File: src/rtl/core/rau_pkg.sv
package rau_pkg;

    localparam int WIDTH  = 32;
    localparam int WIDE_W = 2 * WIDTH;
    localparam int CNT_W  = $clog2(WIDE_W);

    localparam logic [2:0] FUNC_NORM = 3'd0;
    localparam logic [2:0] FUNC_ADD  = 3'd1;
    localparam logic [2:0] FUNC_SUB  = 3'd2;
    localparam logic [2:0] FUNC_MUL  = 3'd3;
    localparam logic [2:0] FUNC_DIV  = 3'd4;
    localparam logic [2:0] FUNC_CMP  = 3'd5;
    localparam logic [2:0] FUNC_NEG  = 3'd6;
    localparam logic [2:0] FUNC_RSVD = 3'd7;

    localparam logic [1:0] MUL_STEPS = 2'd2;

    typedef struct packed {
        logic       load;
        logic       mul_en;
        logic [1:0] mul_sel;
        logic       form;
        logic       gcd_step;
        logic       div_init;
        logic       div_step;
        logic       out_load;
    } cmd_t;

    typedef struct packed {
        logic gcd_done;
    } status_t;

endpackage

File: src/rtl/core/rau_ctrl.sv
module rau_ctrl
(
    input  logic            clk,
    input  logic            rst_n,
    input  logic            in_valid,
    output logic            in_stall,
    output logic            out_valid,
    input  logic            out_stall,
    input  rau_pkg::status_t status,
    output rau_pkg::cmd_t   cmd
);

    typedef enum logic [2:0] {
        S_IDLE,
        S_MUL,
        S_FORM,
        S_GCD,
        S_DIV,
        S_DONE
    } state_t;

    state_t                    state_reg, state_next;
    logic [rau_pkg::CNT_W-1:0] cnt_reg, cnt_next;
    logic                      out_valid_reg, out_valid_next;

    always_comb
    begin
        cmd            = '0;
        state_next     = state_reg;
        cnt_next       = cnt_reg;
        out_valid_next = out_valid_reg && out_stall;
        unique case (state_reg)
            S_IDLE:
            begin
                if (in_valid)
                begin
                    cmd.load   = 1'b1;
                    cnt_next   = '0;
                    state_next = S_MUL;
                end
            end
            S_MUL:
            begin
                cmd.mul_en  = 1'b1;
                cmd.mul_sel = cnt_reg[1:0];
                cnt_next    = cnt_reg + 1'b1;
                if (cnt_reg[1:0] == rau_pkg::MUL_STEPS)
                    state_next = S_FORM;
            end
            S_FORM:
            begin
                cmd.form   = 1'b1;
                state_next = S_GCD;
            end
            S_GCD:
            begin
                if (status.gcd_done)
                begin
                    cmd.div_init = 1'b1;
                    cnt_next     = '0;
                    state_next   = S_DIV;
                end
                else
                    cmd.gcd_step = 1'b1;
            end
            S_DIV:
            begin
                cmd.div_step = 1'b1;
                cnt_next     = cnt_reg + 1'b1;
                if (cnt_reg == {rau_pkg::CNT_W{1'b1}})
                    state_next = S_DONE;
            end
            S_DONE:
            begin
                if (!out_valid_reg || !out_stall)
                begin
                    cmd.out_load   = 1'b1;
                    out_valid_next = 1'b1;
                    state_next     = S_IDLE;
                end
            end
            default: state_next = S_IDLE;
        endcase
    end

    always_ff @(posedge clk or negedge rst_n)
    begin
        if (!rst_n)
        begin
            state_reg     <= S_IDLE;
            cnt_reg       <= '0;
            out_valid_reg <= 1'b0;
        end
        else
        begin
            state_reg     <= state_next;
            cnt_reg       <= cnt_next;
            out_valid_reg <= out_valid_next;
        end
    end

    assign in_stall  = (state_reg != S_IDLE);
    assign out_valid = out_valid_reg;

endmodule

File: config.mk
export PLATFORM = sky130hd
export DESIGN_NAME = rau_ctrl
export DESIGN_NICKNAME = d
export VERILOG_FILES = /design/src/rtl/core/rau_pkg.sv /design/src/rtl/core/rau_ctrl.sv
export SDC_FILE = /design/constraint.sdc
export NUM_CORES = 1
export LEC_CHECK = 0
export ABC_CLOCK_PERIOD_IN_PS = 3700
export BUFFER_PORTS_ARGS = -buffer_cell sky130_fd_sc_hd__buf_4
export CORE_UTILIZATION = 35
export CTS_CLUSTER_DIAMETER = 60
export DETAILED_ROUTE_END_ITERATION = 10
export GPL_TIMING_DRIVEN = 0
export PLACE_DENSITY_LB_ADDON = 0.08
export SLEW_MARGIN = 20
export SYNTH_ARGS = -nofsm -noshare
export SYNTH_HDL_FRONTEND = slang
export SYNTH_SLANG_ARGS = --single-unit
File: constraint.sdc
create_clock -name clk -period 3.7 [get_ports clk]
set_clock_uncertainty 0.05 [all_clocks]
set_input_delay 0.74 -clock clk [delete_from_list [all_inputs] [get_ports clk]]
set_output_delay 0.74 -clock clk [all_outputs]
set_load 0.02 [all_outputs]
==> key figures, run 1 <==
Synth
  • Synthesized flop and latch total: 10
  • Synth top area share: between 30% and 40%
  • Compound-gate portion of the synthesized area: 17.3%
  • Post-Syn Instances: 69
  • Main combinational cell family by area after synthesis: simple AND/OR/NAND/NOR gates
  • Post-Syn Area: 649 sq um
  • Mean Syn Cell Area: 9.41 sq um
  • Net Count, Synth: 76
  • Post-synth EDFFs: 0
  • Synth area leaders: dfrtp_1, a221o_1, ha_1
  • Most common library cells after synthesis: dfrtp_1, nor2_1, nand2_1
  • Synth cell types: 31
  • Adder-Cell Fraction of Synth Area: just under 4%
  • Synth Area in XOR/XNOR: 2.70%
  • Post-Synth Simple-Gate Area: 29.3%
  • Fraction of registers with async set/reset: 100%
  • Mux cell area share after synthesis: 1.73%
  • Dominant cell type by area after synthesis: dfrtp_1
  • Synth Warn #: 0
  • Sequential-to-total area share from yosys stat: around two fifths
  • Most numerous cell in the Yosys netlist: dfrtp_1
  • Top FF cell, synth: dfrtp_1

Floorplanning
  • Chip height: 45.1 um
  • Die Area: 0.00203 sq mm
  • Initial Util: 37.6%
  • Row cnt: 15
  • Boundary Pins: 16
  • Die width: 45.1 um
  • Area of the core: 0.00173 sq mm

Detailed routing
  • Antenna viol nets, final: 0
  • Via-to-Cell Ratio: ~4.8
  • DRC viols: 0
  • Pre-Repair DR Iteration Count: 4
  • Final WL: 1.39 mm
  • Via count: 542
  • DR WL/cell: 12.4 um
  • Iteration-0 DRC Markers: 5

Placed design
  • Dpl cell area: 793 sq um
  • Port bufs: 15
  • Hpwl dp: around 1000 um
  • Placer Congestion: a little over 0.7

STA
  • Worst slew pin tran: 0.558 ns
  • Unrepaired setup endpoints after global routing: no
  • Final setup fails: 0
  • Fmax: about 420 MHz
  • Max-slew violation count: 0
  • Final min period: 2.37 ns
  • Setup TNS: 0 ns
  • Hold Vio Cnt, Final: 0
  • Worst rel slew slack: 62.5%
  • Period utilization: 63.9%

Power
  • Peak VDD IR: 0.351 mV
  • P_leak: 0.405 nW
  • Switching part of the total: 44.4%
  • PD cells: 790 mW/mm^2
  • Switch Pwr: 0.286 mW
  • Sequential share of power: 28.4%
  • Logic gate share of total power: 59.6%
  • Clock power frac: between 10% and 20%
  • Pint: about 0.36 mW

Hold path
  • Hold Crit Class: in2async

Clocking
  • Setup bufs post-CTS: 0
  • Htree depth: 1
  • CTS root buf: clkbuf_4
  • CTS Hold Bufs: 0
  • PostCTS Resize Cnt: 0
  • Clock Pin Slew Worst Setup and Hold Paths: approximately 0.070 ns
  • Total CTS buffers: 3
  • # clock sinks: 10
  • Clock Latency Late Sink: 0.27 ns
  • CTS tree: yes
  • Max clock buf depth: 2

Worst setup path
  • Startpoint Class: flop
  • Worst setup EP type: output port
  • RR Startpoint: state_reg[0]
  • CP arrival: 1.58 ns
  • Reg2Reg Depth: 4
  • Reg2reg end: cnt_reg[2]
  • Setup slack, reg-to-reg: 2.08 ns
  • Req. time, crit path: 2.91 ns
  • CP Max Fanout: 10
  • Critical path type: reg2out

Global routing
  • Total congestion overflow: 0
  • First-pass GRT wire length: 2.24 mm
  • Initial antenna violation count: 0
  • Met1 Track Usage GR: between 20 and 25%
  • Vias in the first global route: 491
  • GR Util All Layers: 16.1%
  • GR Util met3: 7.20%
  • Most Crowded Layer GR: met2
  • Grt met2 use: 22.9%
  • Pin count of the biggest net entering global routing: 11

Layout
  • Max FFs per register: 6
  • # diodes: 0
  • Register area: around 250 sq um
  • Finished Cell Area: 816 sq um
  • Filler cells: 183
  • Area of the multi-input gates: 357 sq um
  • Final nets: 96
  • Layout cell share with drive strength beyond 1: between 20% and 30%
  • Area Overhead vs Synth: 25.6%

Outcome
  • Run status: completed

Job
  • Max cap viols: 0
[layer usage]
metal | vias to the layer above | part of all wire, %
met5 | - | 0
met4 | 0 | 0.86
met3 | 2 | 4.8
met2 | 11 | 41
met1 | 245 | 53
li1 | 284 | -
[cell families (layout without fill, tap and decap cells)]
kind of cell / Yosys count / in the layout
and+or+nand+nor: 33 / 33
AOI/OAI and AO/OA: 14 / 14
DFF: 10 / 10
buffers and inverters: 7 / 25
adders and majority gates: 2 / 2
xor gates and xnor gates: 2 / 2
muxes: 1 / 1
[power groups by stage]
stage,clock (mW),combinational [mW],sequential [mW]
final,0.0771,0.384,0.183
after global routing,0.0877,0.419,0.189
after detailed placement,0,0.388,0.185
after global placement,0,0.387,0.185
after floorplan,0,0.271,0.181
after CTS,0.0793,0.389,0.184
[cells in the final DEF, fill, tap and decap left out, drive strengths merged, types with 3 or more instances in the layout]
cell / n
nor3: 3
dfrtp: 10
nor2: 6
and3: 3
nand2: 4
clkbuf: 4
or2: 3
buf: 18
a221o: 3
inv: 3
nand2b: 3
[worst max path at each step]
stage / slack [ns] / endpoint / from / depth (start not counted)
global placement: 1.64 / cmd[8] / state_reg[1] / 4
floorplan: 1.36 / cmd[5] / state_reg[0] / 4
global route: 1.19 / cmd[5] / state_reg[1] / 4
CTS: 1.32 / cmd[8] / state_reg[1] / 4
detailed placement: 1.61 / cmd[8] / state_reg[1] / 4
finish: 1.33 / cmd[8] / state_reg[1] / 4
[worst max-delay path, stage by stage, from the launching register on]
cell      delay (ns)
dfrtp_1         0.42
clkbuf_1        0.24
or3_1           0.41
nor2_1          0.10
buf_4           0.15
[area by class of cell]
class,instances,share of cell area [%]
Inverter,3,1.38
Timing Repair Buffer,15,13.8
Multi-Input combinational cell,52,43.7
Clock buffer,3,2.76
Buffer,4,3.83
Sequential cell,10,30.7
Tap cell,25,3.83
[through the flow]
stage	total power [mW]	cells	hold slack, ns	setup WS (ns)	util [%]
floorplan	0.453	69	0.394	1.36	-
global placement	0.572	109	0.477	1.64	45.9
detailed placement	0.573	109	0.483	1.61	45.9
CTS	0.652	112	0.241	1.32	47.2
global route	0.696	112	0.232	1.19	47.2
finish	0.644	112	0.239	1.33	47.2
Power figures use the tool's default switching activity.
==> inputs of run 2 (changes only) <==
--- a/config.mk
+++ b/config.mk
@@ -5,7 +5,7 @@
 export SDC_FILE = /design/constraint.sdc
 export NUM_CORES = 1
 export LEC_CHECK = 0
-export ABC_CLOCK_PERIOD_IN_PS = 3700
+export ABC_CLOCK_PERIOD_IN_PS = 2480
 export BUFFER_PORTS_ARGS = -buffer_cell sky130_fd_sc_hd__buf_4
 export CORE_UTILIZATION = 35
 export CTS_CLUSTER_DIAMETER = 60
==> constraint.sdc (replaced) <==
create_clock -name clk -period 2.48 [get_ports clk]
set_clock_uncertainty 0.05 [all_clocks]
set_input_delay 0.496 -clock clk [delete_from_list [all_inputs] [get_ports clk]]
set_output_delay 0.496 -clock clk [all_outputs]
set_load 0.02 [all_outputs]
==> run 2 against run 1 <==
Sequential power up 50%. Die area unchanged. Combinational power up 49%. Global-route usage unchanged. First-iteration DRC count unchanged. Non-clock buffer count up 1. Hold slack better by 0.18 ns. Sequential share of layout area down 0.37 points. Flip-flop and latch count unchanged. Via count up 0.37%. Clock power up 49%. Largest power group unchanged.
==> key figures, run 2 (synthesis gave the netlist of run 1 again) <==
Layout
  • Most common cell after layout, fill and taps aside: buf_4
  • Filler cells: 182
  • Area Overhead vs Synth: 27.2%
  • Max FFs per register: 6
  • Most frequent cells in the layout: buf_4, dfrtp_1, nor2_1
  • Register area: 250 sq um
  • Final nets: 97
  • Final cell count without fillers: 113
  • Area of the multi-input gates: 357 sq um
  • Finished Cell Area: about 830 sq um
  • Layout cell share with drive strength beyond 1: 29.5%
  • # diodes: 0

Detailed routing
  • Iteration-0 DRC Markers: 5
  • DR WL/cell: ~12 um
  • DRC viols: 0
  • Via count: 544
  • Final WL: 1.40 mm
  • Via-to-Cell Ratio: 4.81
  • Pre-Repair DR Iteration Count: 4
  • Antenna viol nets, final: 0

Global routing
  • Initial antenna violation count: 0
  • Pin count of the biggest net entering global routing: 11
  • GR Util All Layers: 16.1%
  • Total congestion overflow: 0
  • First-pass GRT wire length: 2.24 mm
  • Vias in the first global route: 491

Worst setup path
  • Req. time, crit path: 1.93 ns
  • Reg2reg end: cnt_reg[2]
  • Max incr delay on CP: roughly 0.42 ns
  • Reg2Reg Depth: 4
  • Crit path capture: cmd[8]
  • Critical path launch point: state_reg[1]
  • WP depth: 4
  • Largest delay share family, worst path: simple AND/OR/NAND/NOR gates
  • Crit-path cells: clkbuf_1 -> or3_1 -> nor2_1 -> buf_4
  • Bufs and invs on worst path: 2
  • CP Max Fanout: 10
  • Setup slack, reg-to-reg: 0.85 ns
  • CP max-delay cell: dfrtp_1
  • Startpoint Class: flop
  • Critical path type: reg2out
  • CP arrival: 1.58 ns
  • RR Startpoint: state_reg[0]
  • Worst setup EP type: output port

STA
  • Worst rel slew slack: 62.5%
  • Hold Vio Cnt, Final: 0
  • Setup TNS: 0 ns
  • Fmax: ~470 MHz
  • Unrepaired setup endpoints after global routing: no
  • Hold slack: 0.422 ns
  • Worst slew pin tran: 0.559 ns
  • Max-slew violation count: 0
  • Final min period: 2.12 ns
  • Final setup fails: 0
  • Period utilization: 85.6%

Clocking
  • PostCTS Resize Cnt: 0
  • Htree depth: 1
  • Clock Pin Slew Worst Setup and Hold Paths: approximately 0.07 ns
  • # clock sinks: 10
  • Clock Latency Late Sink: 0.27 ns
  • CTS tree: yes
  • Max clock buf depth: 2
  • Total CTS buffers: 3
  • CTS root buf: clkbuf_4

Power
  • P_leak: 0.409 nW
  • Peak VDD IR: 0.524 mV
  • Pwr Total: around 0.96 mW
  • PD cells: 1170 mW/mm^2

Placed design
  • Dpl cell area: 793 sq um
  • Number of cells after detailed placement: approximately 110
  • Hpwl dp: 996 um
  • Port bufs: 15
  • Placer Congestion: roughly 0.72

Job
  • Max cap viols: 0

Hold path
  • Hold Crit Class: in2reg

Floorplanning
  • Die Area: 0.00203 sq mm
  • Area of the core: 0.00173 sq mm
  • Boundary Pins: 16
  • Die width: 45.1 um
  • Initial Util: 37.6%
  • Chip height: about 45 um
  • Row cnt: 15

Outcome
  • Run status: completed
## run 2: layout make-up
type / count / area share, %
Multi-Input combinational cell: 52 / 43.2
Sequential cell: 10 / 30.3
Timing Repair Buffer: 16 / 14.8
Buffer: 4 / 3.79
Tap cell: 25 / 3.79
Clock buffer: 3 / 2.73
Inverter: 3 / 1.36
## run 2: worst register-to-register path, stage by stage (launching register included)
cell and delay (ns):
dfrtp_1 0.38, buf_6 0.13, xnor2_1 0.45, nor2_1 0.18
a221o_1 0.32
## run 2: metal layers
| metal | global-route usage [%] | share of wire [%] |
|---|---|---|
| met2 | 22.9 | 41 |
| met1 | 21.6 | 53 |
| met4 | 5.45 | 0.86 |
| met3 | 7.20 | 4.8 |
| met5 | 0 | 0 |
## run 2: how the worst min path moves through the flow
stage               cells past startpoint           end       from  slack [ns]
floorplan                               0    cnt_reg[0]      rst_n        0.15
global placement                        1  state_reg[2]      rst_n        0.29
global route                            3     out_valid  out_stall        0.43
CTS                                     3     out_valid  out_stall        0.42
detailed placement                      1  state_reg[2]      rst_n        0.29
finish                                  3     out_valid  out_stall        0.42
## run 2: timing repair
action                    CTS  global route
hold buffers                1             0
setup buffers               0             0
hold endpoints to repair   10             0
## run 2: power by group
part / internal (mW) / total, mW / leakage (nW) / switching, mW
Clock: 0.0562 / 0.115 / 0.0138 / 0.0589
Combinational: 0.259 / 0.574 / 0.264 / 0.315
Sequential: 0.221 / 0.274 / 0.131 / 0.0529
## run 2: metrics by stage
step	worst slack, ns	utilization, %
floorplan	0.388	-
global placement	0.669	45.9
detailed placement	0.638	45.9
CTS	0.341	47.8
global route	0.213	47.8
finish	0.358	47.8
